--- config.mk ---
export PLATFORM = sky130hd
export DESIGN_NAME = lsqe_queue
export DESIGN_NICKNAME = d
export VERILOG_FILES = /design/src/rtl/core/lsqe_pkg.sv /design/src/rtl/core/lsqe_queue.sv
export SDC_FILE = /design/constraint.sdc
export NUM_CORES = 1
export LEC_CHECK = 0
export BUFFER_PORTS_ARGS = -buffer_cell sky130_fd_sc_hd__buf_4
export CAP_MARGIN = 20
export CORE_ASPECT_RATIO = 0.8
export CORE_MARGIN = 5
export CORE_UTILIZATION = 43
export DETAILED_ROUTE_END_ITERATION = 10
export PLACE_DENSITY = 0.65
export SYNTH_ARGS = -nofsm -noshare
export SYNTH_HDL_FRONTEND = slang
export SYNTH_SLANG_ARGS = --single-unit
--- constraint.sdc ---
create_clock -name clk_i -period 29.6 [get_ports clk_i]
set_input_delay 5.92 -clock clk_i [delete_from_list [all_inputs] [get_ports clk_i]]
set_output_delay 5.92 -clock clk_i [all_outputs]
set_load 0.03 [all_outputs]
--- src/rtl/core/lsqe_pkg.sv ---
package lsqe_pkg;

  // Field widths
  localparam int CoordW  = 24;
  localparam int WidthW  = 16;
  localparam int ColorW  = 32;

  // Internal widths
  localparam int DiffW   = CoordW + 1;
  localparam int SqW     = 2 * DiffW;
  localparam int RadW    = 64;
  localparam int RootW   = 32;
  localparam int DivW    = 48;
  localparam int QuotW   = 17;
  localparam int UnitW   = 15;
  localparam int ExtW    = 17;
  localparam int ProdW   = 32;
  localparam int OffW    = 19;
  localparam int SumW    = 27;

  localparam int NumCorners  = 4;
  localparam int NumVertices = 6;
  localparam int VtxCntW     = 3;
  localparam int FracBitsDef = 8;
  localparam int UnitMax     = 32767;
  localparam int RoundHalf   = 16384;
  localparam int CoordMax    = (1 << (CoordW - 1)) - 1;

  typedef struct packed {
    logic signed [CoordW-1:0] sx;
    logic signed [CoordW-1:0] sy;
    logic signed [CoordW-1:0] ex;
    logic signed [CoordW-1:0] ey;
    logic [WidthW-1:0]        w;
    logic [ColorW-1:0]        rgba;
  } seg_t;

  typedef struct packed {
    seg_t                    seg;
    logic signed [DiffW-1:0] dx;
    logic signed [DiffW-1:0] dy;
    logic [SqW-1:0]          sq;
    logic                    zero;
  } job_t;

  typedef struct packed {
    seg_t                                seg;
    logic [NumCorners-1:0][CoordW-1:0]   cx;
    logic [NumCorners-1:0][CoordW-1:0]   cy;
  } quad_t;

  // Clamp a wide corner sum into the coordinate range
  function automatic logic [CoordW-1:0] sat_coord(input logic signed [SumW-1:0] v);
    logic signed [SumW-1:0] hi;
    logic signed [SumW-1:0] lo;
    hi = $signed(SumW'(CoordMax));
    lo = -hi - $signed(SumW'(1));
    if (v > hi) begin
      sat_coord = hi[CoordW-1:0];
    end else if (v < lo) begin
      sat_coord = lo[CoordW-1:0];
    end else begin
      sat_coord = v[CoordW-1:0];
    end
  endfunction

  // Widen a coordinate with its sign
  function automatic logic signed [SumW-1:0] ext_coord(input logic [CoordW-1:0] v);
    ext_coord = $signed({{(SumW-CoordW){v[CoordW-1]}}, v});
  endfunction

endpackage

--- src/rtl/core/lsqe_queue.sv ---
module lsqe_queue (
  input  logic           clk_i,
  input  logic           rst_ni,
  input  logic           push_valid_i,
  output logic           push_ready_o,
  input  lsqe_pkg::job_t push_data_i,
  output logic           pop_valid_o,
  input  logic           pop_ready_i,
  output lsqe_pkg::job_t pop_data_o
);

  lsqe_pkg::job_t mem_q [2];
  logic           wr_ptr_q, rd_ptr_q;
  logic [1:0]     count_q;
  logic           push, pop;

  assign push_ready_o = (count_q != 2'd2);
  assign pop_valid_o  = (count_q != 2'd0);
  assign push         = push_valid_i && push_ready_o;
  assign pop          = pop_valid_o && pop_ready_i;
  assign pop_data_o   = mem_q[rd_ptr_q];

  // Track pointers and fill level
  always_ff @(posedge clk_i or negedge rst_ni) begin
    if (!rst_ni) begin
      wr_ptr_q <= 1'b0;
      rd_ptr_q <= 1'b0;
      count_q  <= 2'd0;
    end else begin
      if (push) wr_ptr_q <= !wr_ptr_q;
      if (pop)  rd_ptr_q <= !rd_ptr_q;
      unique case ({push, pop})
        2'b10:   count_q <= count_q + 2'd1;
        2'b01:   count_q <= count_q - 2'd1;
        default: count_q <= count_q;
      endcase
    end
  end

  // Store the entry
  always_ff @(posedge clk_i) begin
    if (push) mem_q[wr_ptr_q] <= push_data_i;
  end

endmodule

==> impl_metrics.csv <==
group,metric,value,unit
timing,fmax,0.108,GHz
synthesis,async_flop_share,0.00810,
setup_path,worstReg2RegStart,"count_q[0]$_DFFE_PN0P_",
placement,post-dp-hpwl,27600,microns
global_route,grt_usage,0.167,
global_route,antenna_found_initial,2,
floorplan,pin_count,496,
timing,maxSlewHeadroom,0.0460,
cells_and_area,num_antenna_cells,0,
synthesis,yosysMostFrequentCell,"edfxtp_1",
clocking,clk_latency,0.55,ns
detailed_routing,drtIter0Drc,465,
global_route,grt_max_degree,195,
synthesis,synth.avg_cell_area,23.1,sq um
timing,skew,0.00767,ns
synthesis,synth-edff-count,490,
pwr,p_per_area,108,mW/mm^2
floorplan,die_h,193,microns
job,maxCapViolCount,0,
pwr,vdd_drop_max,0.0885,mV
detailed_routing,vias,9127,
timing,worst_slack,20.38,ns
placement,gp_congestion,0.783,
setup_path,max_stage_delay,0.90,ns
synthesis,syn_inst,779,
timing,worst_slew_pin_slew,1.43,ns
clocking,ctsHoldBuffers,0,
clocking,post_cts_buffers,0,
cells_and_area,syn_to_final_growth,30.9,%
timing,rsz0062_at_grt,"no",
global_route,overflow,0,
synthesis,synth_commonest_cells,"490 x edfxtp_1, 245 x mux2_2, 19 x clkbuf_8",
clocking,clk_path_buf_depth,3,
floorplan,die-area,0.0461,sq mm
synthesis,synth_ff_type,"edfxtp_1",
hold_path,min_path_type,"flop to flop",
cells_and_area,final_nets,1555,
setup_path,cp_cell_sequence,"buf_12, mux2_2, buf_4",
placement,port_buffers,495,
pwr,total_power,2.55,mW
timing,fin_crit_sh,0.312,
timing,drv_slew,0,
synthesis,ys_types,14,
hold_path,min-delay-start,"count_q[1]$_DFFE_PN0P_",
detailed_routing,drc,0,
timing,fin_tns_setup,0,ns
setup_path,worst_setup_path_start_kind,"flop",
detailed_routing,avgRoutedWirePerCell,21.4,microns
timing,setup_viol,0,
cells_and_area,drive_gt1_frac,0.604,
timing,finalCriticalPeriod,9.22,ns
detailed_routing,totalWireLength,40500,microns
placement,dp_slack,20.85,ns
detailed_routing,viasPerCell,4.82,
synthesis,yosysTopAreaCellShare,0.817,
floorplan,start_util,0.432,
synthesis,synthesis.nets,1029,
synthesis,yosysWarnings,0,
synthesis,synth_seq_cells,494,
detailed_routing,drt-pass1-iter-count,4,
timing,hold_viol,0,
setup_path,path_class,"flop to primary output",
setup_path,cp-end-kind,"primary output",
synthesis,synth.area.top_cells,"edfxtp_1 82%, mux2_2 15%, clkbuf_8 1.5%",
global_route,grt_pass1_vias,9707,
setup_path,critical_path_peak_fanout,194,
clocking,cts_num_sinks,494,
global_route,grt_pass1_wl,57900,microns
setup_path,cpMaxStageDelayCell,"dfrtp_4",
detailed_routing,postRouteAntennaNets,0,
setup_path,cp.arrival,3.30,ns
synthesis,syn_area,0.0180,sq mm
setup_path,critPathRequiredTime,23.68,ns
synthesis,yosysSeqAreaShare,0.822,
clocking,clk_pin_slew,0.06,ns
cells_and_area,utilization,0.566,
floorplan,core,0.0417,sq mm
floorplan,die_x,239,microns
run_status,status,"complete, no violations",
clocking,cts-buffers-inserted,49,
clocking,root_buffer,"clkbuf_16",
clocking,htreeDepth,2,
synthesis,synth_top_area_cell,"edfxtp_1",
pwr,cellLeakagePower,8.72,nW
clocking,cts_resized,0,
setup_path,critPathLaunch,"rd_ptr_q$_DFFE_PN0P_",
clocking,cts_tree,"done",
floorplan,rows,67,
-- logic make-up after synthesis --
group / count (synthesis) / share of synthesized area
XOR/XNOR: 5 / 0.00243
adder cells (fa/ha/maj): 1 / 0.000694
AND/OR/NAND/NOR: 7 / 0.00201
buffers and inverters: 27 / 0.0195
flip-flops: 494 / 0.822
multiplexers: 245 / 0.153
-- layout make-up --
class / count / area (sq um)
clock inverters: 24 / 158
flip-flops and latches: 494 / 14800
multi-input cells: 258 / 2860
fillers: 3222 / 18100
repair buffers: 502 / 3780
clock buffers: 63 / 1280
well taps: 552 / 691
-- placed cells by master, fill, tap and decap left out, drive strengths merged --
cell / instances
buf: 502
edfxtp: 490
mux2: 245
clkbuf: 63
clkinv: 22
dfrtp: 4
xnor2: 3
xor2: 2
bufinv: 2
nor2: 2
or2: 1
and2: 1
nand2b: 1
nand2: 1
and3: 1
ha: 1
-- per-stage QoR --
step / cell area [sq um] / std cells / hold WS (ns)
6_report: 23600 / 1893 / 0.490
3_5_place_dp: 22200 / 1806 / 0.483
4_1_cts: 23600 / 1893 / 0.495
5_1_grt: 23600 / 1893 / 0.529
3_3_place_gp: 22200 / 1806 / 0.477
2_1_floorplan: 18000 / 779 / 0.456
-- metal layers --
| metal | GRT usage | part of all wire | vias up |
|---|---|---|---|
| met4 | 0.0527 | 0.024 | 4 |
| li1 | - | - | 4171 |
| met3 | 0.0742 | 0.11 | 70 |
| met2 | 0.279 | 0.49 | 329 |
| met1 | 0.196 | 0.37 | 4553 |
| met5 | 0 | 0.00074 | - |
-- final timing paths --
path                       cells after the start  slack, ns                 endpoint
max                                            3      20.38           pop_data_o[94]
min                                            1       0.49   count_q[1]$_DFFE_PN0P_
max reg2reg                                    4      26.28  mem_q[1][222]$_DFFE_PP_
min reg2reg                                    1       0.49   count_q[1]$_DFFE_PN0P_
max in group asynchronous                      1      24.33     rd_ptr_q$_DFFE_PN0P_
min in group asynchronous                      1       5.15     wr_ptr_q$_DFFE_PN0P_
-- state kept, by name, summed over array words and instances (netlist names) --
signal / count
mem_q: 490
wr_ptr_q: 1
count_q: 2
rd_ptr_q: 1
-- report_power, final --
group	internal (mW)	switching, mW	leakage (nW)
Combinational	0.377	0.606	3.42
Sequential	0.958	0.0444	4.60
Clock	0.320	0.240	0.704
Total	1.66	0.891	8.72
-- worst max-delay path, delay by kind of cell, from the launching register on --
kind     cells  cell delay [ns]
buf+inv      2             0.84
flops        1             0.90
mux          1             0.47
Power figures use the tool's default switching activity.
