`src/rtl/core/lsqe_pkg.sv`:
```
package lsqe_pkg;

  // Field widths
  localparam int CoordW  = 24;
  localparam int WidthW  = 16;
  localparam int ColorW  = 32;

  // Internal widths
  localparam int DiffW   = CoordW + 1;
  localparam int SqW     = 2 * DiffW;
  localparam int RadW    = 64;
  localparam int RootW   = 32;
  localparam int DivW    = 48;
  localparam int QuotW   = 17;
  localparam int UnitW   = 15;
  localparam int ExtW    = 17;
  localparam int ProdW   = 32;
  localparam int OffW    = 19;
  localparam int SumW    = 27;

  localparam int NumCorners  = 4;
  localparam int NumVertices = 6;
  localparam int VtxCntW     = 3;
  localparam int FracBitsDef = 8;
  localparam int UnitMax     = 32767;
  localparam int RoundHalf   = 16384;
  localparam int CoordMax    = (1 << (CoordW - 1)) - 1;

  typedef struct packed {
    logic signed [CoordW-1:0] sx;
    logic signed [CoordW-1:0] sy;
    logic signed [CoordW-1:0] ex;
    logic signed [CoordW-1:0] ey;
    logic [WidthW-1:0]        w;
    logic [ColorW-1:0]        rgba;
  } seg_t;

  typedef struct packed {
    seg_t                    seg;
    logic signed [DiffW-1:0] dx;
    logic signed [DiffW-1:0] dy;
    logic [SqW-1:0]          sq;
    logic                    zero;
  } job_t;

  typedef struct packed {
    seg_t                                seg;
    logic [NumCorners-1:0][CoordW-1:0]   cx;
    logic [NumCorners-1:0][CoordW-1:0]   cy;
  } quad_t;

  // Clamp a wide corner sum into the coordinate range
  function automatic logic [CoordW-1:0] sat_coord(input logic signed [SumW-1:0] v);
    logic signed [SumW-1:0] hi;
    logic signed [SumW-1:0] lo;
    hi = $signed(SumW'(CoordMax));
    lo = -hi - $signed(SumW'(1));
    if (v > hi) begin
      sat_coord = hi[CoordW-1:0];
    end else if (v < lo) begin
      sat_coord = lo[CoordW-1:0];
    end else begin
      sat_coord = v[CoordW-1:0];
    end
  endfunction

  // Widen a coordinate with its sign
  function automatic logic signed [SumW-1:0] ext_coord(input logic [CoordW-1:0] v);
    ext_coord = $signed({{(SumW-CoordW){v[CoordW-1]}}, v});
  endfunction

endpackage

```
`src/rtl/core/lsqe_emit.sv`:
```
module lsqe_emit (
  input  logic                               clk_i,
  input  logic                               rst_ni,
  input  logic                               quad_valid_i,
  output logic                               quad_ready_o,
  input  lsqe_pkg::quad_t                    quad_i,
  output logic                               out_valid_o,
  input  logic                               out_stall_i,
  output logic signed [lsqe_pkg::CoordW-1:0] corner_x_o,
  output logic signed [lsqe_pkg::CoordW-1:0] corner_y_o,
  output lsqe_pkg::seg_t                     seg_o,
  output logic                               last_vertex_o
);

  logic                         valid_q;
  logic [lsqe_pkg::VtxCntW-1:0] cnt_q;
  lsqe_pkg::quad_t              quad_q;
  logic [1:0]                   sel;
  logic                         xfer, last;

  assign last         = (cnt_q == lsqe_pkg::VtxCntW'(lsqe_pkg::NumVertices - 1));
  assign xfer         = valid_q && !out_stall_i;
  assign quad_ready_o = !valid_q || (xfer && last);

  // Step through the vertices of the current quad
  always_ff @(posedge clk_i or negedge rst_ni) begin
    if (!rst_ni) begin
      valid_q <= 1'b0;
      cnt_q   <= '0;
    end else if (quad_ready_o && quad_valid_i) begin
      valid_q <= 1'b1;
      cnt_q   <= '0;
    end else if (xfer) begin
      if (last) valid_q <= 1'b0;
      cnt_q <= cnt_q + lsqe_pkg::VtxCntW'(1);
    end
  end

  always_ff @(posedge clk_i) begin
    if (quad_ready_o && quad_valid_i) quad_q <= quad_i;
  end

  // Map the vertex slot to its corner
  always_comb begin
    unique case (cnt_q)
      3'd0:    sel = 2'd0;
      3'd1:    sel = 2'd1;
      3'd2:    sel = 2'd2;
      3'd3:    sel = 2'd1;
      3'd4:    sel = 2'd2;
      default: sel = 2'd3;
    endcase
  end

  assign out_valid_o   = valid_q;
  assign corner_x_o    = quad_q.cx[sel];
  assign corner_y_o    = quad_q.cy[sel];
  assign seg_o         = quad_q.seg;
  assign last_vertex_o = last;

endmodule

```
`config.mk`:
```
export PLATFORM = sky130hd
export DESIGN_NAME = lsqe_emit
export DESIGN_NICKNAME = d
export VERILOG_FILES = /design/src/rtl/core/lsqe_pkg.sv /design/src/rtl/core/lsqe_emit.sv
export SDC_FILE = /design/constraint.sdc
export NUM_CORES = 1
export LEC_CHECK = 0
export BUFFER_PORTS_ARGS = -buffer_cell sky130_fd_sc_hd__buf_2
export CAP_MARGIN = 0
export CELL_PAD_IN_SITES_DETAIL_PLACEMENT = 0
export CELL_PAD_IN_SITES_GLOBAL_PLACEMENT = 1
export CORE_UTILIZATION = 30
export DETAILED_ROUTE_END_ITERATION = 12
export GPL_TIMING_DRIVEN = 0
export PLACE_DENSITY = 0.75
export SLEW_MARGIN = 20
export SYNTH_ARGS = -nofsm -noshare
export SYNTH_HDL_FRONTEND = slang
export SYNTH_SLANG_ARGS = --single-unit
```
`constraint.sdc`:
```
create_clock -name clk_i -period 76.9 [get_ports clk_i]
set_clock_uncertainty 0.1 [all_clocks]
set_input_delay 19.225 -clock clk_i [delete_from_list [all_inputs] [get_ports clk_i]]
set_output_delay 19.225 -clock clk_i [all_outputs]
set_load 0.02 [all_outputs]
```
==> metrics.log <==
INFO  metric outcome = finished clean
INFO  metric clk_pin_slew = approximately 60 ps
INFO  metric grt_overflow_total = 0
INFO  metric grt_first_pass_wirelength = between 40000 and 50000 µm
INFO  metric die_y = around 210 µm
INFO  metric final-instance-count-excl-fill = between 1500 and 2000
INFO  metric max-cap-violations = 0
INFO  metric dp_slack = around 38000 ps
INFO  metric grt_antenna_before_repair = 7
INFO  metric tightest_slew = just under 600 ps
INFO  metric dr.pass1.iters = 4
INFO  metric yosys.area.top_type_share = roughly 80%
INFO  metric synthDistinctLibCells = 22
INFO  metric r2r_slack = 73970 ps
INFO  metric wire_per_inst = approximately 18 µm
INFO  metric setup.worst_path.start_class = input pin
INFO  metric remaining_drc_errors = 0
INFO  metric crit_path_max_incr_delay = approximately 210 ps
INFO  metric min-delay-path-class = register to register
INFO  metric yosysTopAreaCell = edfxtp_1
INFO  metric die_area = between 0.04 and 0.05 mm²
INFO  metric syn_area_per_cell = 22.30 µm²
INFO  metric clk_latency = 530 ps
INFO  metric area.growth.synth_to_final = 39.67%
INFO  metric fin_ws = 37720 ps
INFO  metric post_drt_via_cell_ratio = between 4 and 5
INFO  metric gpl.final_weighted_congestion = about 0.76
INFO  metric finalSetupViolCount = 0
INFO  metric clock_root_buffer = clkbuf_16
INFO  metric path_cells = buf_2, nand3b_1, nand2_1, buf_2
INFO  metric maximum_number_of_pins_on_one_net_before_global_route_repair = 27
INFO  metric grt_pass1_vias = between 7000 and 8000
INFO  metric globalRouteTotalUtil = roughly 14%
INFO  metric min_period_over_period = 50.94%
INFO  metric worstSetupPathType = input pin to output pin
INFO  metric timing.critical_path.max_delay_family = simple AND/OR/NAND/NOR gates
INFO  metric numCtsBuffers = 37
INFO  metric cts_tree = done
INFO  metric cpMaxStageDelayCell = nand3b_1
INFO  metric cts-resized-gates = 0
INFO  metric final_net_count = 1500
INFO  metric numClockSinks = 340
INFO  metric worst_ir_drop_vdd = roughly 0.02 mV
INFO  metric post_synth_inst_count = 566
INFO  metric cp-end-kind = output pin
INFO  metric timing_hold_violations_final = 0
INFO  metric core_region_area = around 0.041 mm²
INFO  metric start_util = between 30 and 40%
INFO  metric cts_setup_buffers = 0
INFO  metric synth_ff_type = edfxtp_1
INFO  metric number_of_warnings_printed_during_yosys_synthesis = 0
INFO  metric synthesis.area = around 0.013 mm²
INFO  metric crit_required = about 58000 ps
INFO  metric worst_hold_slack = between 400 and 500 ps
INFO  metric top_cell_types_by_occurrence_after_synthesis = edfxtp_1, buf_4, mux4_2
INFO  metric finalWorstPathRequiredPeriod = between 30000 and 40000 ps
INFO  metric pin_count = ~540
INFO  metric final_layout_size_suffix_gt1_share = 68.33%
INFO  metric most_used_standard_cell_by_instance_count_after_synthesis = edfxtp_1
INFO  metric place_hpwl = between 20000 and 25000 µm
INFO  metric slew-limit-headroom = about three fifths
INFO  metric leakage = 7.134 nW
INFO  metric synth_edf_count = 336
INFO  metric synth_sequential_area_ratio = around four fifths
INFO  metric synth_fp_nets = 910
INFO  metric critical_path_arrival = ~20000 ps
INFO  metric crit_path_max_fanout = 3
INFO  metric htreeDepth = 2
INFO  metric final_antenna_diode_count = 0
INFO  metric hold_buffers = 0
INFO  metric ctsLongestPathBuffers = 3
INFO  metric drt-initial-drc-count = 318
INFO  metric grt_setup_unrepaired = no
INFO  metric synthTopCellsByArea = edfxtp_1, buf_4, mux4_2
INFO  metric wirelength = 30850 µm
INFO  metric maxSlewViolCount = 0
INFO  metric critPathMostFrequentCell = buf_2
INFO  metric die_x = a little over 200 µm
INFO  metric buffering_stage_count_on_the_worst_path_with_inverters_included = 2
INFO  metric placed_cells = between 1500 and 2000
INFO  metric post_synthesis_async_set_or_reset_flop_share = 1.176%
INFO  metric route.vias.total = between 7000 and 8000
INFO  metric fmaxAchievable = between 20 and 30 MHz
INFO  metric antenna_violating_nets_left = 0
INFO  metric power-per-cell-area = approximately 33 mW/mm²
INFO  metric numPortBuffers = 534
INFO  metric final_core_utilization = between 40% and 50%
INFO  metric floorplan.rows = between 70 and 80
INFO  metric setup-tns-final = 0 ps
INFO  metric postSynthRegisterBits = 340
placed cells by master (no fill, tap or decap), drive strengths merged:
cell / count
bufinv: 3
and2: 1
edfxtp: 336
xor2: 1
o21ai: 1
nor2b: 1
nand3b: 2
o22ai: 1
dfrtp: 4
clkbuf: 50
a21oi: 1
mux4: 48
ha: 4
nand2b: 3
clkinv: 7
a21boi: 1
clkinvlp: 2
nand2: 2
buf: 705
nor2: 3
mux2i: 1
inv: 4
worst register-to-register path, cell delays in order, from the launching register on:
cell      delay [ps]
dfrtp_1          410
inv_1             90
ha_1             160
nand3b_1         150
a21boi_4         540
buf_16           240
buf_16           190
buf_16           190
buf_16           180
buf_16           180
buf_16           190
flip-flops by register name, indices dropped and copies added, names as in the netlist:
name / cells
seg_o: 144
quad_q: 192
cnt_q: 3
out_valid_o: 1
final timing paths:
check | cells after the start | to | from
max in group asynchronous | 1 | out_valid_o$_DFFE_PN0P_ | rst_ni
max reg2reg | 10 | seg_o[48]$_DFFE_PP_ | cnt_q[1]$_DFFE_PN0P_
min in group asynchronous | 1 | cnt_q[2]$_DFFE_PN0P_ | rst_ni
min | 2 | cnt_q[1]$_DFFE_PN0P_ | cnt_q[1]$_DFFE_PN0P_
min reg2reg | 2 | cnt_q[1]$_DFFE_PN0P_ | cnt_q[1]$_DFFE_PN0P_
max | 4 | quad_ready_o | out_stall_i
cells by family (layout without fill, tap and decap cells):
group	after synthesis	after routing	share of synthesized area (%)
and+or+nand+nor	12	12	0.5354
muxes	49	49	8.644
buffers and inverters	156	771	9.407
DFF	340	340	80.73
xor gates and xnor gates	1	1	0.06940
adders and majority gates	4	4	0.3965
AOI/OAI and AO/OA	4	4	0.2181
routing by layer:
layer  routed length, µm  part of all wire [%]  GRT usage, %  up-vias
li1                    -                     -             -     3256
met1               11100                    36         15.35     3435
met2               15970                    52         25.29      344
met3                2771                   9.0         5.200       75
met4                 915                   3.0         5.816       12
met5                  91                  0.30             0        -
area by class of cell:
class | instances | area [µm²]
Multi-Input combinational cell | 70 | 1256
Sequential cell | 340 | 10190
Timing Repair Buffer | 551 | 3141
Clock inverter | 14 | 152.6
Buffer | 154 | 1180
Clock buffer | 50 | 1037
Fill cell | 3724 | 23570
Inverter | 2 | 7.507
Tap cell | 532 | 665.6
stage by stage:
step | instance area, µm² | total power [mW]
5_1_grt | 17630 | 0.6075
4_1_cts | 17630 | 0.5922
2_1_floorplan | 12620 | 0.3703
6_report | 17630 | 0.5806
3_5_place_dp | 16440 | 0.4144
3_3_place_gp | 15960 | 0.4366
report_power, final:
group          switching, mW  leakage [nW]  total (mW)  internal (mW)
Sequential           0.00505          3.09       0.230          0.225
Combinational         0.0975          3.47       0.176         0.0787
Clock                 0.0698         0.575       0.175          0.105
Total                  0.172          7.13       0.581          0.408
Power figures use the tool's default switching activity.
