`src/rtl/core/lsqe_pkg.sv`:
```
package lsqe_pkg;

  // Field widths
  localparam int CoordW  = 24;
  localparam int WidthW  = 16;
  localparam int ColorW  = 32;

  // Internal widths
  localparam int DiffW   = CoordW + 1;
  localparam int SqW     = 2 * DiffW;
  localparam int RadW    = 64;
  localparam int RootW   = 32;
  localparam int DivW    = 48;
  localparam int QuotW   = 17;
  localparam int UnitW   = 15;
  localparam int ExtW    = 17;
  localparam int ProdW   = 32;
  localparam int OffW    = 19;
  localparam int SumW    = 27;

  localparam int NumCorners  = 4;
  localparam int NumVertices = 6;
  localparam int VtxCntW     = 3;
  localparam int FracBitsDef = 8;
  localparam int UnitMax     = 32767;
  localparam int RoundHalf   = 16384;
  localparam int CoordMax    = (1 << (CoordW - 1)) - 1;

  typedef struct packed {
    logic signed [CoordW-1:0] sx;
    logic signed [CoordW-1:0] sy;
    logic signed [CoordW-1:0] ex;
    logic signed [CoordW-1:0] ey;
    logic [WidthW-1:0]        w;
    logic [ColorW-1:0]        rgba;
  } seg_t;

  typedef struct packed {
    seg_t                    seg;
    logic signed [DiffW-1:0] dx;
    logic signed [DiffW-1:0] dy;
    logic [SqW-1:0]          sq;
    logic                    zero;
  } job_t;

  typedef struct packed {
    seg_t                                seg;
    logic [NumCorners-1:0][CoordW-1:0]   cx;
    logic [NumCorners-1:0][CoordW-1:0]   cy;
  } quad_t;

  // Clamp a wide corner sum into the coordinate range
  function automatic logic [CoordW-1:0] sat_coord(input logic signed [SumW-1:0] v);
    logic signed [SumW-1:0] hi;
    logic signed [SumW-1:0] lo;
    hi = $signed(SumW'(CoordMax));
    lo = -hi - $signed(SumW'(1));
    if (v > hi) begin
      sat_coord = hi[CoordW-1:0];
    end else if (v < lo) begin
      sat_coord = lo[CoordW-1:0];
    end else begin
      sat_coord = v[CoordW-1:0];
    end
  endfunction

  // Widen a coordinate with its sign
  function automatic logic signed [SumW-1:0] ext_coord(input logic [CoordW-1:0] v);
    ext_coord = $signed({{(SumW-CoordW){v[CoordW-1]}}, v});
  endfunction

endpackage

```
`src/rtl/core/lsqe_front.sv`:
```
module lsqe_front (
  input  logic               clk_i,
  input  logic               rst_ni,
  input  logic               in_valid_i,
  output logic               in_stall_o,
  input  lsqe_pkg::seg_t     seg_i,
  output logic               job_valid_o,
  input  logic               job_ready_i,
  output lsqe_pkg::job_t     job_o
);

  logic                             a_valid_q;
  lsqe_pkg::seg_t                   a_seg_q;
  logic signed [lsqe_pkg::DiffW-1:0] a_dx_q, a_dy_q;
  logic                             b_valid_q;
  lsqe_pkg::seg_t                   b_seg_q;
  logic signed [lsqe_pkg::DiffW-1:0] b_dx_q, b_dy_q;
  logic signed [lsqe_pkg::SqW-1:0]   sqx, sqy, b_sqx_q, b_sqy_q;
  logic                             a_adv, b_adv;

  assign b_adv      = !b_valid_q || job_ready_i;
  assign a_adv      = !a_valid_q || b_adv;
  assign in_stall_o = !a_adv;

  assign sqx = a_dx_q * a_dx_q;
  assign sqy = a_dy_q * a_dy_q;

  // Advance the valid flags
  always_ff @(posedge clk_i or negedge rst_ni) begin
    if (!rst_ni) begin
      a_valid_q <= 1'b0;
      b_valid_q <= 1'b0;
    end else begin
      if (a_adv) a_valid_q <= in_valid_i;
      if (b_adv) b_valid_q <= a_valid_q;
    end
  end

  // Take the endpoint differences, then square them
  always_ff @(posedge clk_i) begin
    if (a_adv && in_valid_i) begin
      a_seg_q <= seg_i;
      a_dx_q  <= $signed({seg_i.ex[lsqe_pkg::CoordW-1], seg_i.ex})
               - $signed({seg_i.sx[lsqe_pkg::CoordW-1], seg_i.sx});
      a_dy_q  <= $signed({seg_i.ey[lsqe_pkg::CoordW-1], seg_i.ey})
               - $signed({seg_i.sy[lsqe_pkg::CoordW-1], seg_i.sy});
    end
    if (b_adv && a_valid_q) begin
      b_seg_q <= a_seg_q;
      b_dx_q  <= a_dx_q;
      b_dy_q  <= a_dy_q;
      b_sqx_q <= sqx;
      b_sqy_q <= sqy;
    end
  end

  // Classify the segment and hand it to the queue
  assign job_valid_o = b_valid_q;
  always_comb begin
    job_o.seg  = b_seg_q;
    job_o.dx   = b_dx_q;
    job_o.dy   = b_dy_q;
    job_o.sq   = lsqe_pkg::SqW'($unsigned(b_sqx_q) + $unsigned(b_sqy_q));
    job_o.zero = (b_dx_q == '0) && (b_dy_q == '0);
  end

endmodule

```
`config.mk`:
```
export PLATFORM = sky130hd
export DESIGN_NAME = lsqe_front
export DESIGN_NICKNAME = d
export VERILOG_FILES = /design/src/rtl/core/lsqe_pkg.sv /design/src/rtl/core/lsqe_front.sv
export SDC_FILE = /design/constraint.sdc
export NUM_CORES = 2
export LEC_CHECK = 0
export BUFFER_PORTS_ARGS = -buffer_cell sky130_fd_sc_hd__buf_4
export CORE_AREA = 4 4 352 354
export DETAILED_ROUTE_END_ITERATION = 8
export DIE_AREA = 0 0 356 358
export GPL_TIMING_DRIVEN = 1
export PLACE_DENSITY_LB_ADDON = 0.15
export SETUP_SLACK_MARGIN = 0.1
export SYNTH_ARGS = -nofsm -noshare
export SYNTH_HDL_FRONTEND = slang
export SYNTH_SLANG_ARGS = --single-unit
```
`constraint.sdc`:
```
create_clock -name clk_i -period 9.75 [get_ports clk_i]
set_input_delay 0 -clock clk_i [delete_from_list [all_inputs] [get_ports clk_i]]
set_output_delay 0 -clock clk_i [all_outputs]
set_load 0.05 [all_outputs]
```
==> metrics.md <==
| Metric | Value |
|---|---|
| Post-synth EDFFs | `484` |
| Clk_lat worst skew | `0.66 ns` |
| Synthesized instance count | `5428` |
| Routed WL | `149 mm` |
| Io pins | `395` |
| Hpwl dp | `123 mm` |
| Area post-placement | `65200 um2` |
| Setup WS post-layout | `roughly 1.5 ns` |
| Vias in the first global route | `about 43k` |
| Std-Cell Rows | `about 130` |
| Slew Limit Fails | `0` |
| Drt via density | `5.11` |
| Die area | `127000 um2` |
| CP startpoint kind | `flip-flop` |
| Setup bufs post-CTS | `0` |
| Worst Skew | `about 0.047 ns` |
| FFs w/ async S/R, synth | `0.412%` |
| H-Tree Depth | `2` |
| Clock sink total | `486` |
| Sequential area share after synthesis | `between 20% and 30%` |
| Yosys cell types | `79` |
| Initial Utilization | `roughly 50%` |
| # DRC | `0` |
| Multi-input gate area | `around 40000 um2` |
| Share of cells above drive strength 1 | `9.65%` |
| Fillers | `approximately 10k` |
| CTS root buf | `clkbuf_16` |
| CTS Buf Count | `55` |
| First-pass GRT wire length | `around 240 mm` |
| DP Worst Slack | `approximately 1.6 ns` |
| Core Footprint | `between 100000 and 150000 um2` |
| Vias | `slightly below 40k` |
| Crit path DAT | `roughly 8.6 ns` |
| Status | `completed` |
| Die Span Y | `roughly 360 um` |
| Synthesized net count | `7188` |
| Worst-margin pin slew | `about 1.0 ns` |
| Fmax | `between 100 and 150 MHz` |
| Reg area | `14600 um2` |
| P&R area growth vs syn | `13.8%` |
| Pre-antenna DRT Iters | `5` |
| Top FF cell, synth | `edfxtp_1` |
| Worst min path class | `in -> reg` |
| Port bufs | `between 300 and 400` |
| Fin crit share | `between 80% and 90%` |
| Register clock-pin slew on the reported worst setup and hold paths | `about 0.060 ns` |
| Total track usage | `between 20% and 30%` |
| Placer Congestion | `about 0.9` |
| CP endpoint kind | `flip-flop` |
| Final nets | `just under 8k` |
| Die Wd | `~360 um` |
| Slew headroom | `about a third` |
| Routed Antenna Nets | `0` |
| Register bit total from synthesis | `~490` |
| Max_cap viols | `0` |
| Mapped cell area | `between 60000 and 70000 um2` |
| Fin crit period | `between 8 and 9 ns` |
| Pin count of the biggest net entering global routing | `150` |
| CTS tree | `yes` |
| DR iter-0 viols | `~2.2k` |
| Ys Warns | `0` |
| GR Overflow Total | `0` |
| Initial antenna violation count | `6` |
| Unrepaired setup endpoints after global routing | `false` |
| Mapped Avg Cell Area | `about 11 um2` |
| Final Hold Violating Endpoints | `0` |
| # setup viols final | `0` |
| Worst path required time | `10.12 ns` |
| Core Util, Final | `56.6%` |
| Setup TNS Final | `0 ns` |
| Post-route cell area | `about 70000 um2` |
| Maximum clock insertion buffer count | `3` |
| WL/cell | `approximately 20 um` |
| Crit Path Category | `reg -> reg` |
| CP Max Fanout | `14` |
worst paths after layout:
kind / from / to / slack [ns] / cells past startpoint
min in group asynchronous: rst_ni / job_valid_o$_DFFE_PN0P_ / 0.23 / 3
min: seg_i[6] / a_seg_q[6]$_DFFE_PP_ / 0.06 / 2
max reg2reg: a_dy_q[2]$_DFFE_PP_ / b_sqy_q[44]$_DFFE_PP_ / 1.53 / 24
max: a_dy_q[2]$_DFFE_PP_ / b_sqy_q[44]$_DFFE_PP_ / 1.53 / 24
max in group asynchronous: rst_ni / a_valid_q$_DFFE_PN0N_ / 9.40 / 3
min reg2reg: a_seg_q[63]$_DFFE_PP_ / job_o[164]$_DFFE_PP_ / 0.41 / 0
final cells by class:
| type | instances | area share [%] |
|---|---|---|
| Multi-Input combinational cell | 3356 | 57.9 |
| Clock buffer | 68 | 2.08 |
| Sequential cell | 486 | 21.3 |
| Clock inverter | 34 | 0.572 |
| Antenna cell | 1 | 0.00365 |
| Inverter | 1456 | 7.98 |
| Timing Repair Buffer | 608 | 7.24 |
| Tap cell | 1625 | 2.97 |
cell usage after synthesis, types with 7 or more instances:
| library cell | count | share of area [%] |
|---|---|---|
| and2_1 | 254 | 2.6 |
| ha_1 | 396 | 8.2 |
| o21ai_1 | 15 | 0.12 |
| nand4_1 | 14 | 0.15 |
| a21oi_1 | 143 | 1.2 |
| nor2b_1 | 59 | 0.61 |
| a211oi_1 | 21 | 0.26 |
| nand2b_1 | 35 | 0.36 |
| o21ai_0 | 64 | 0.53 |
| o211ai_1 | 9 | 0.11 |
| a31oi_1 | 13 | 0.14 |
| nand3_1 | 37 | 0.31 |
| and3_1 | 21 | 0.22 |
| edfxtp_1 | 484 | 24 |
| xor2_1 | 55 | 0.80 |
| nand2_1 | 401 | 2.5 |
| o21bai_1 | 22 | 0.27 |
| nor2_1 | 135 | 0.84 |
| nor4_1 | 17 | 0.18 |
| inv_1 | 1456 | 9.1 |
| o31ai_1 | 9 | 0.11 |
| or3_1 | 10 | 0.10 |
| o21a_1 | 36 | 0.45 |
| clkbuf_1 | 124 | 0.77 |
| and4_1 | 7 | 0.10 |
| nor3_1 | 30 | 0.25 |
| fa_1 | 1216 | 40 |
| a21o_1 | 82 | 1.0 |
| xnor2_1 | 152 | 2.2 |
registers in the layout, indices dropped and copies added (netlist names):
signal,cells
b_sqx_q,48
b_dy_q,25
b_sqy_q,48
job_o,144
a_dx_q,25
a_seg_q,144
a_dy_q,25
a_valid_q,1
job_valid_o,1
b_dx_q,25
placed cells by master (no fill, tap or decap), types with 35 or more instances in the layout:
cell type,count
inv_1,1456
fa_1,1216
edfxtp_1,484
buf_4,457
nand2_1,401
ha_1,396
and2_1,252
xnor2_1,152
dlygate4sd3_1,149
a21oi_1,143
nor2_1,135
a21o_1,82
o21ai_0,64
nor2b_1,59
xor2_1,55
clkbuf_16,55
nand3_1,37
o21a_1,36
nand2b_1,35
critical path: stages (launching register included):
cell	delay [ns]
edfxtp_1	0.86
buf_4	0.36
nand2_1	0.10
fa_1	0.57
inv_1	0.07
fa_1	0.52
inv_1	0.05
fa_1	0.52
inv_1	0.05
fa_1	0.40
fa_1	0.47
fa_1	0.55
inv_1	0.07
fa_1	0.50
inv_1	0.04
ha_1	0.42
nand4_1	0.15
or2_1	0.29
o31ai_1	0.41
nor4_1	0.08
nor2_1	0.52
a21oi_1	0.24
o21ai_1	0.37
a21oi_1	0.14
xnor2_1	0.14
metrics by stage:
step,hold slack (ns),cells
2_1_floorplan,-0.296,5428
6_report,0.0643,7634
5_1_grt,0.0397,7633
4_1_cts,0.00612,7633
3_3_place_gp,-0.216,7382
3_5_place_dp,-0.216,7382
cells by family after synthesis:
kind of cell               count (synthesis)  share of synthesized area (%)
DFF                                      486                           24.2
adders and majority gates               1612                           48.7
and+or+nand+nor                         1042                           8.53
xor gates and xnor gates                 207                           3.01
muxes                                      5                         0.0873
buffers and inverters                   1586                           9.91
AOI/OAI and AO/OA                        490                           5.56
timing repair:
item	in CTS	in global routing
resized for setup	0	0
hold buffers	149	0
endpoints found under the hold margin	188	0
endpoints found under the setup margin	0	0
layer usage:
metal,track usage (%),vias up,wire (um)
li1,-,17700,-
met4,5.14,2,3290
met2,41.3,1079,73200
met5,0,-,13
met3,4.90,189,10600
met1,32.8,20100,62200
Power is not shown: default switching activity piles up to over one toggle a cycle in this logic, so the estimate is an artifact.
