**src/rtl/core/lsqe_pkg.sv**
```systemverilog
package lsqe_pkg;

  // Field widths
  localparam int CoordW  = 24;
  localparam int WidthW  = 16;
  localparam int ColorW  = 32;

  // Internal widths
  localparam int DiffW   = CoordW + 1;
  localparam int SqW     = 2 * DiffW;
  localparam int RadW    = 64;
  localparam int RootW   = 32;
  localparam int DivW    = 48;
  localparam int QuotW   = 17;
  localparam int UnitW   = 15;
  localparam int ExtW    = 17;
  localparam int ProdW   = 32;
  localparam int OffW    = 19;
  localparam int SumW    = 27;

  localparam int NumCorners  = 4;
  localparam int NumVertices = 6;
  localparam int VtxCntW     = 3;
  localparam int FracBitsDef = 8;
  localparam int UnitMax     = 32767;
  localparam int RoundHalf   = 16384;
  localparam int CoordMax    = (1 << (CoordW - 1)) - 1;

  typedef struct packed {
    logic signed [CoordW-1:0] sx;
    logic signed [CoordW-1:0] sy;
    logic signed [CoordW-1:0] ex;
    logic signed [CoordW-1:0] ey;
    logic [WidthW-1:0]        w;
    logic [ColorW-1:0]        rgba;
  } seg_t;

  typedef struct packed {
    seg_t                    seg;
    logic signed [DiffW-1:0] dx;
    logic signed [DiffW-1:0] dy;
    logic [SqW-1:0]          sq;
    logic                    zero;
  } job_t;

  typedef struct packed {
    seg_t                                seg;
    logic [NumCorners-1:0][CoordW-1:0]   cx;
    logic [NumCorners-1:0][CoordW-1:0]   cy;
  } quad_t;

  // Clamp a wide corner sum into the coordinate range
  function automatic logic [CoordW-1:0] sat_coord(input logic signed [SumW-1:0] v);
    logic signed [SumW-1:0] hi;
    logic signed [SumW-1:0] lo;
    hi = $signed(SumW'(CoordMax));
    lo = -hi - $signed(SumW'(1));
    if (v > hi) begin
      sat_coord = hi[CoordW-1:0];
    end else if (v < lo) begin
      sat_coord = lo[CoordW-1:0];
    end else begin
      sat_coord = v[CoordW-1:0];
    end
  endfunction

  // Widen a coordinate with its sign
  function automatic logic signed [SumW-1:0] ext_coord(input logic [CoordW-1:0] v);
    ext_coord = $signed({{(SumW-CoordW){v[CoordW-1]}}, v});
  endfunction

endpackage

```
**src/rtl/core/lsqe_norm.sv**
```systemverilog
module lsqe_norm #(
  parameter int FracBits = lsqe_pkg::FracBitsDef
) (
  input  logic            clk_i,
  input  logic            rst_ni,
  input  logic            job_valid_i,
  output logic            job_ready_o,
  input  lsqe_pkg::job_t  job_i,
  output logic            quad_valid_o,
  input  logic            quad_ready_i,
  output lsqe_pkg::quad_t quad_o
);

  localparam int StW = 3;
  localparam logic [StW-1:0] StIdle = 3'd0;
  localparam logic [StW-1:0] StRoot = 3'd1;
  localparam logic [StW-1:0] StDiv  = 3'd2;
  localparam logic [StW-1:0] StMul  = 3'd3;
  localparam logic [StW-1:0] StRnd  = 3'd4;
  localparam logic [StW-1:0] StDone = 3'd5;
  localparam int DivSteps = lsqe_pkg::QuotW;
  localparam int CntW     = $clog2(DivSteps);

  logic [StW-1:0]                 state_q, state_d;
  lsqe_pkg::job_t                 job_q, job_d;
  logic [lsqe_pkg::RadW-1:0]      rad_q, rad_d, res_q, res_d, bit_q, bit_d, trial, res_step;
  logic                           take;
  logic [lsqe_pkg::RootW-1:0]     root;
  logic [lsqe_pkg::DiffW-1:0]     magx, magy;
  logic [lsqe_pkg::DivW-1:0]      remx_q, remx_d, remy_q, remy_d, dv_q, dv_d;
  logic [lsqe_pkg::QuotW-1:0]     qx_q, qx_d, qy_q, qy_d;
  logic [CntW-1:0]                cnt_q, cnt_d;
  logic [lsqe_pkg::UnitW-1:0]     ucx, ucy;
  logic [lsqe_pkg::ExtW-1:0]      ext;
  logic [lsqe_pkg::ProdW-1:0]     prx_q, prx_d, pry_q, pry_d, rsx, rsy;
  logic signed [lsqe_pkg::OffW-1:0] ox_q, ox_d, oy_q, oy_d;

  // One root bit per cycle
  assign trial    = res_q + bit_q;
  assign take     = (rad_q >= trial);
  assign res_step = take ? ((res_q >> 1) + bit_q) : (res_q >> 1);
  assign root     = res_step[lsqe_pkg::RootW-1:0];

  assign magx = job_q.dx[lsqe_pkg::DiffW-1] ? lsqe_pkg::DiffW'(-job_q.dx)
                                             : lsqe_pkg::DiffW'(job_q.dx);
  assign magy = job_q.dy[lsqe_pkg::DiffW-1] ? lsqe_pkg::DiffW'(-job_q.dy)
                                             : lsqe_pkg::DiffW'(job_q.dy);

  // Clamp the unit components, widen the half width by one pixel
  assign ucx = (qx_q > lsqe_pkg::QuotW'(lsqe_pkg::UnitMax)) ?
               lsqe_pkg::UnitW'(lsqe_pkg::UnitMax) : qx_q[lsqe_pkg::UnitW-1:0];
  assign ucy = (qy_q > lsqe_pkg::QuotW'(lsqe_pkg::UnitMax)) ?
               lsqe_pkg::UnitW'(lsqe_pkg::UnitMax) : qy_q[lsqe_pkg::UnitW-1:0];
  assign ext = lsqe_pkg::ExtW'(job_q.seg.w) + (lsqe_pkg::ExtW'(1) << FracBits);

  assign rsx = prx_q + lsqe_pkg::ProdW'(lsqe_pkg::RoundHalf);
  assign rsy = pry_q + lsqe_pkg::ProdW'(lsqe_pkg::RoundHalf);

  // Sequence root, divide, scale and round
  always_comb begin
    state_d = state_q;
    job_d   = job_q;
    rad_d   = rad_q;
    res_d   = res_q;
    bit_d   = bit_q;
    remx_d  = remx_q;
    remy_d  = remy_q;
    dv_d    = dv_q;
    qx_d    = qx_q;
    qy_d    = qy_q;
    cnt_d   = cnt_q;
    prx_d   = prx_q;
    pry_d   = pry_q;
    ox_d    = ox_q;
    oy_d    = oy_q;
    unique case (state_q)
      StIdle: begin
        if (job_valid_i) begin
          job_d = job_i;
          if (job_i.zero) begin
            state_d = StDone;
          end else begin
            rad_d   = {job_i.sq, 14'b0};
            res_d   = '0;
            bit_d   = {2'b01, {(lsqe_pkg::RadW-2){1'b0}}};
            state_d = StRoot;
          end
        end
      end
      StRoot: begin
        if (take) rad_d = rad_q - trial;
        res_d = res_step;
        bit_d = bit_q >> 2;
        if (bit_q[0]) begin
          remx_d  = {1'b0, magx, 22'b0} + lsqe_pkg::DivW'(root >> 1);
          remy_d  = {1'b0, magy, 22'b0} + lsqe_pkg::DivW'(root >> 1);
          dv_d    = {root, 16'b0};
          qx_d    = '0;
          qy_d    = '0;
          cnt_d   = '0;
          state_d = StDiv;
        end
      end
      StDiv: begin
        if (remx_q >= dv_q) begin
          remx_d = remx_q - dv_q;
          qx_d   = {qx_q[lsqe_pkg::QuotW-2:0], 1'b1};
        end else begin
          qx_d   = {qx_q[lsqe_pkg::QuotW-2:0], 1'b0};
        end
        if (remy_q >= dv_q) begin
          remy_d = remy_q - dv_q;
          qy_d   = {qy_q[lsqe_pkg::QuotW-2:0], 1'b1};
        end else begin
          qy_d   = {qy_q[lsqe_pkg::QuotW-2:0], 1'b0};
        end
        dv_d  = dv_q >> 1;
        cnt_d = cnt_q + CntW'(1);
        if (cnt_q == CntW'(DivSteps - 1)) state_d = StMul;
      end
      StMul: begin
        prx_d   = lsqe_pkg::ProdW'(ucx) * lsqe_pkg::ProdW'(ext);
        pry_d   = lsqe_pkg::ProdW'(ucy) * lsqe_pkg::ProdW'(ext);
        state_d = StRnd;
      end
      StRnd: begin
        ox_d = job_q.dx[lsqe_pkg::DiffW-1] ?
               -$signed(lsqe_pkg::OffW'(rsx[lsqe_pkg::ProdW-1:15])) :
               $signed(lsqe_pkg::OffW'(rsx[lsqe_pkg::ProdW-1:15]));
        oy_d = job_q.dy[lsqe_pkg::DiffW-1] ?
               -$signed(lsqe_pkg::OffW'(rsy[lsqe_pkg::ProdW-1:15])) :
               $signed(lsqe_pkg::OffW'(rsy[lsqe_pkg::ProdW-1:15]));
        state_d = StDone;
      end
      StDone: begin
        if (quad_ready_i) state_d = StIdle;
      end
      default: state_d = StIdle;
    endcase
  end

  always_ff @(posedge clk_i or negedge rst_ni) begin
    if (!rst_ni) begin
      state_q <= StIdle;
    end else begin
      state_q <= state_d;
    end
  end

  always_ff @(posedge clk_i) begin
    job_q  <= job_d;
    rad_q  <= rad_d;
    res_q  <= res_d;
    bit_q  <= bit_d;
    remx_q <= remx_d;
    remy_q <= remy_d;
    dv_q   <= dv_d;
    qx_q   <= qx_d;
    qy_q   <= qy_d;
    cnt_q  <= cnt_d;
    prx_q  <= prx_d;
    pry_q  <= pry_d;
    ox_q   <= ox_d;
    oy_q   <= oy_d;
  end

  assign job_ready_o  = (state_q == StIdle);
  assign quad_valid_o = (state_q == StDone);

  // Build the four corners and saturate them
  logic signed [lsqe_pkg::SumW-1:0] sxe, sye, exe, eye, oxe, oye, we;
  always_comb begin
    sxe = lsqe_pkg::ext_coord(job_q.seg.sx);
    sye = lsqe_pkg::ext_coord(job_q.seg.sy);
    exe = lsqe_pkg::ext_coord(job_q.seg.ex);
    eye = lsqe_pkg::ext_coord(job_q.seg.ey);
    oxe = lsqe_pkg::SumW'(ox_q);
    oye = lsqe_pkg::SumW'(oy_q);
    we  = $signed(lsqe_pkg::SumW'(job_q.seg.w));
    quad_o.seg = job_q.seg;
    if (job_q.zero) begin
      quad_o.cx[0] = lsqe_pkg::sat_coord(sxe + we);
      quad_o.cy[0] = lsqe_pkg::sat_coord(sye + we);
      quad_o.cx[1] = lsqe_pkg::sat_coord(sxe + we);
      quad_o.cy[1] = lsqe_pkg::sat_coord(sye - we);
      quad_o.cx[2] = lsqe_pkg::sat_coord(sxe - we);
      quad_o.cy[2] = lsqe_pkg::sat_coord(sye + we);
      quad_o.cx[3] = lsqe_pkg::sat_coord(sxe - we);
      quad_o.cy[3] = lsqe_pkg::sat_coord(sye - we);
    end else begin
      quad_o.cx[0] = lsqe_pkg::sat_coord(sxe - oxe - oye);
      quad_o.cy[0] = lsqe_pkg::sat_coord(sye - oye + oxe);
      quad_o.cx[1] = lsqe_pkg::sat_coord(exe + oxe - oye);
      quad_o.cy[1] = lsqe_pkg::sat_coord(eye + oye + oxe);
      quad_o.cx[2] = lsqe_pkg::sat_coord(sxe - oxe + oye);
      quad_o.cy[2] = lsqe_pkg::sat_coord(sye - oye - oxe);
      quad_o.cx[3] = lsqe_pkg::sat_coord(exe + oxe + oye);
      quad_o.cy[3] = lsqe_pkg::sat_coord(eye + oye - oxe);
    end
  end

endmodule

```
**config.mk**
```make
export PLATFORM = sky130hd
export DESIGN_NAME = lsqe_norm
export DESIGN_NICKNAME = d
export VERILOG_FILES = /design/src/rtl/core/lsqe_pkg.sv /design/src/rtl/core/lsqe_norm.sv
export SDC_FILE = /design/constraint.sdc
export NUM_CORES = 2
export LEC_CHECK = 0
export BUFFER_PORTS_ARGS = -buffer_cell sky130_fd_sc_hd__clkbuf_2
export CORE_AREA = 2 2 613 310
export CTS_BUF_LIST = sky130_fd_sc_hd__clkbuf_2
export DETAILED_ROUTE_END_ITERATION = 16
export DIE_AREA = 0 0 615 312
export PLACE_DENSITY = 0.65
export SYNTH_ARGS = -nofsm -noshare
export SYNTH_HDL_FRONTEND = slang
export SYNTH_SLANG_ARGS = --single-unit
export TNS_END_PERCENT = 10
```
**constraint.sdc**
```tcl
create_clock -name clk_i -period 38.4 [get_ports clk_i]
set_input_delay 0 -clock clk_i [delete_from_list [all_inputs] [get_ports clk_i]]
set_output_delay 0 -clock clk_i [all_outputs]
set_load 0.01 [all_outputs]
```
==> impl_metrics.yaml <==
sta:
  report.final.slew_viol_count: 0
  max_slew.worst_pin.slew_ns: 1.25
  final_period_minus_worst_setup_slack_ns: 10.47
  min_period_over_period_pct: 27.3
  fin_setup_tns_ns: 0
  slew-limit-headroom_pct: 16.1
  max_freq_ghz: 0.0955
  rsz_0062_raised_after_global_routing: "false"
  clock-skew-final_ns: 0.165
  timing.final.setup_violations: 0
  final_hold_viol_count: 0
min_path:
  hold_path.class: "input port to flop"
floorplan:
  floorplan.die_area_um2: 192000
  core_um2: 186000
  die_h_um: 312
  fp-row-count: 112
  die_width_um: 615
  floorplan.io_pins: 587
  floorplan.initialDensity_pct: 39.9
cts:
  insertion_delay_ns: 1.56
  buffer_type_at_the_clock_tree_root: "sky130_fd_sc_hd__clkbuf_2"
  tritoncts_clock_tree: "done"
  clk_pin_slew_worst_paths_ns: 0.21
  clkSinkCount: 615
  cts_made_buffers: 168
  cts.htree.levels: 4
  cts_buffer_depth: 4
logic_synthesis:
  cell_type_contributing_the_most_total_cell_area_after_synthesis: "sky130_fd_sc_hd__edfxtp_1"
  yosysTopAreaCellShare_pct: 24.7
  netlist_area_um2: 74300
  synth_cell_types: 100
  synthCells: 8515
  synth.yosys.warnings: 0
  ys_async_sr_fraction_pct: 0.488
  synth-seq-cells: 615
  most_common_cell_in_the_synthesized_netlist: "sky130_fd_sc_hd__nor2_1"
  post_synth_edffs: 612
  ys_top_cells_by_count: "sky130_fd_sc_hd__nor2_1 (847), sky130_fd_sc_hd__ha_1 (794), sky130_fd_sc_hd__inv_1 (759)"
  synth_seq_area_share_pct: 24.8
  synth_flop_cell: "sky130_fd_sc_hd__edfxtp_1"
  syn_area_per_cell_um2: 8.72
  synth_fp_nets: 9963
  largest_cells_by_area_after_synthesis: "sky130_fd_sc_hd__edfxtp_1 (25%), sky130_fd_sc_hd__ha_1 (13%), sky130_fd_sc_hd__fa_1 (11%)"
final_layout:
  finish.net_count: 11100
  layout-area-overhead-vs-synth_pct: 18.1
  postLayoutCoreUtil_pct: 47.1
  final_layout_size_suffix_gt1_share_pct: 10.8
worst_setup_path:
  worstSetupEndpointType: "flop"
  critical_path_class: "flop to flop"
  crit_path_max_incr_delay_ns: 0.82
  critPathRequiredTime_ns: 39.60
  critical-path-slowest-cell: "sky130_fd_sc_hd__a2111oi_0"
  crit_path_start_kind: "flop"
  worst-endpoint-arrival_ns: 11.67
  timing.critical_path.fanout_max: 61
routing:
  final_antenna_net_count: 0
  vias: 68200
  detailedRoute.firstPassIterationCount: 8
  first_iter_violations: 5875
  drt-vias-per-instance: 5.56
  routed_wire_length_per_instance_um: 21.5
  drc: 0
  detail_route.wirelength_mm: 264
grt:
  antenna_violations_before_repair: 11
  grt.overflow.total: 0
  number_of_global_route_vias_before_repair: 67300
  grt_max_degree: 139
  grt_pass1_wl_mm: 398
  grt_util_all_layers_pct: 26.6
placement:
  global_placer_s_final_weighted_congestion: 0.970
  io_buffers: 586
  hpwl_mm: 197
outcome:
  outcome: "completed"
flow_run:
  cap_violations: 0
final timing paths:
check                                              end  cells past startpoint  slack, ns                   start
worst max-delay path              remx_q[39]$_DFFE_PP_                     36      27.93  res_q[4]$_SDFFCE_PN0P_
worst min-delay path             quad_o[214]$_DFFE_PP_                      4       0.26              job_i[123]
worst max register to register    remx_q[39]$_DFFE_PP_                     36      27.93  res_q[4]$_SDFFCE_PN0P_
worst min register to register  qy_q[13]$_SDFFCE_PN0P_                      1       0.53  qy_q[12]$_SDFFCE_PN0P_
max in group asynchronous       state_q[2]$_DFFE_PN0P_                      5      37.56                  rst_ni
min in group asynchronous       state_q[1]$_DFFE_PN0P_                      5       0.62                  rst_ni
per-layer routing:
layer / share of wire (%) / track usage, %
met2: 47 / 44.8
met4: 7.0 / 16.3
met1: 40 / 32.2
met5: 0.011 / 0
met3: 6.3 / 3.95
logic make-up after synthesis:
family,after synthesis,share of synthesized area (%)
adders and majority gates,1200,24.3
buffers and inverters,1229,6.98
DFF,615,24.8
muxes,16,0.222
and+or+nand+nor,2573,16.2
AOI/OAI and AO/OA,2107,18.2
xor gates and xnor gates,775,9.15
state kept, by name, indices dropped and copies added (netlist names), 18 cells and up:
name / cells
bit_q: 32
dv_q: 48
job_q: 51
ox_q: 19
oy_q: 19
prx_q: 18
pry_q: 18
quad_o: 144
rad_q: 64
remx_q: 48
remy_q: 48
res_q: 64
through the flow:
stage / hold WS (ns) / cell area [um2] / worst slack, ns / std cells
after CTS: 0.121 / 87700 / 27.94 / 12300
final: 0.257 / 87700 / 27.93 / 12300
after floorplan: -0.296 / 74300 / 25.68 / 8515
after detailed placement: -0.195 / 78800 / 28.01 / 11200
after global routing: 0.170 / 87700 / 26.99 / 12300
after global placement: -0.197 / 78800 / 28.03 / 11200
placed cells by master, fill, tap and decap left out, drive strengths merged, types with 95 or more instances in the layout:
master / count
a211oi: 96
a21o: 201
a21oi: 597
a31oi: 109
and2: 145
clkbuf: 818
dlygate4sd3: 743
edfxtp: 612
fa: 405
ha: 794
inv: 764
nand2: 695
nand2b: 95
nand3: 155
nor2: 848
nor2b: 104
nor3: 148
o21ai: 457
o21bai: 103
xnor2: 502
xor2: 273
layout make-up:
type                            instances  area [um2]
Timing Repair Buffer                 1418       11100
Tap cell                             2508        3140
Sequential cell                       615       18500
Fill cell                           17700       98300
Multi-Input combinational cell       6671       50700
Clock buffer                          232        1160
Clock inverter                         44         255
Antenna cell                            9        22.5
Inverter                              765        2870
repair_timing:
action / CTS / global route
buffers inserted: 0 / 0
hold endpoints to repair: 605 / 0
hold buffers: 743 / 0
gates resized for setup: 0 / 0
worst max-delay path, delay by kind of cell (launching register included):
family / cells / cell delay [ns]
compound gates: 23 / 6.56
simple gates: 5 / 1.12
fa+ha+maj: 3 / 1.08
buf+inv: 2 / 0.50
flops: 1 / 0.49
xor+xnor: 2 / 0.31
mux: 1 / 0.09
Power is not shown: default switching activity piles up to over one toggle a cycle in this logic, so the estimate is an artifact.
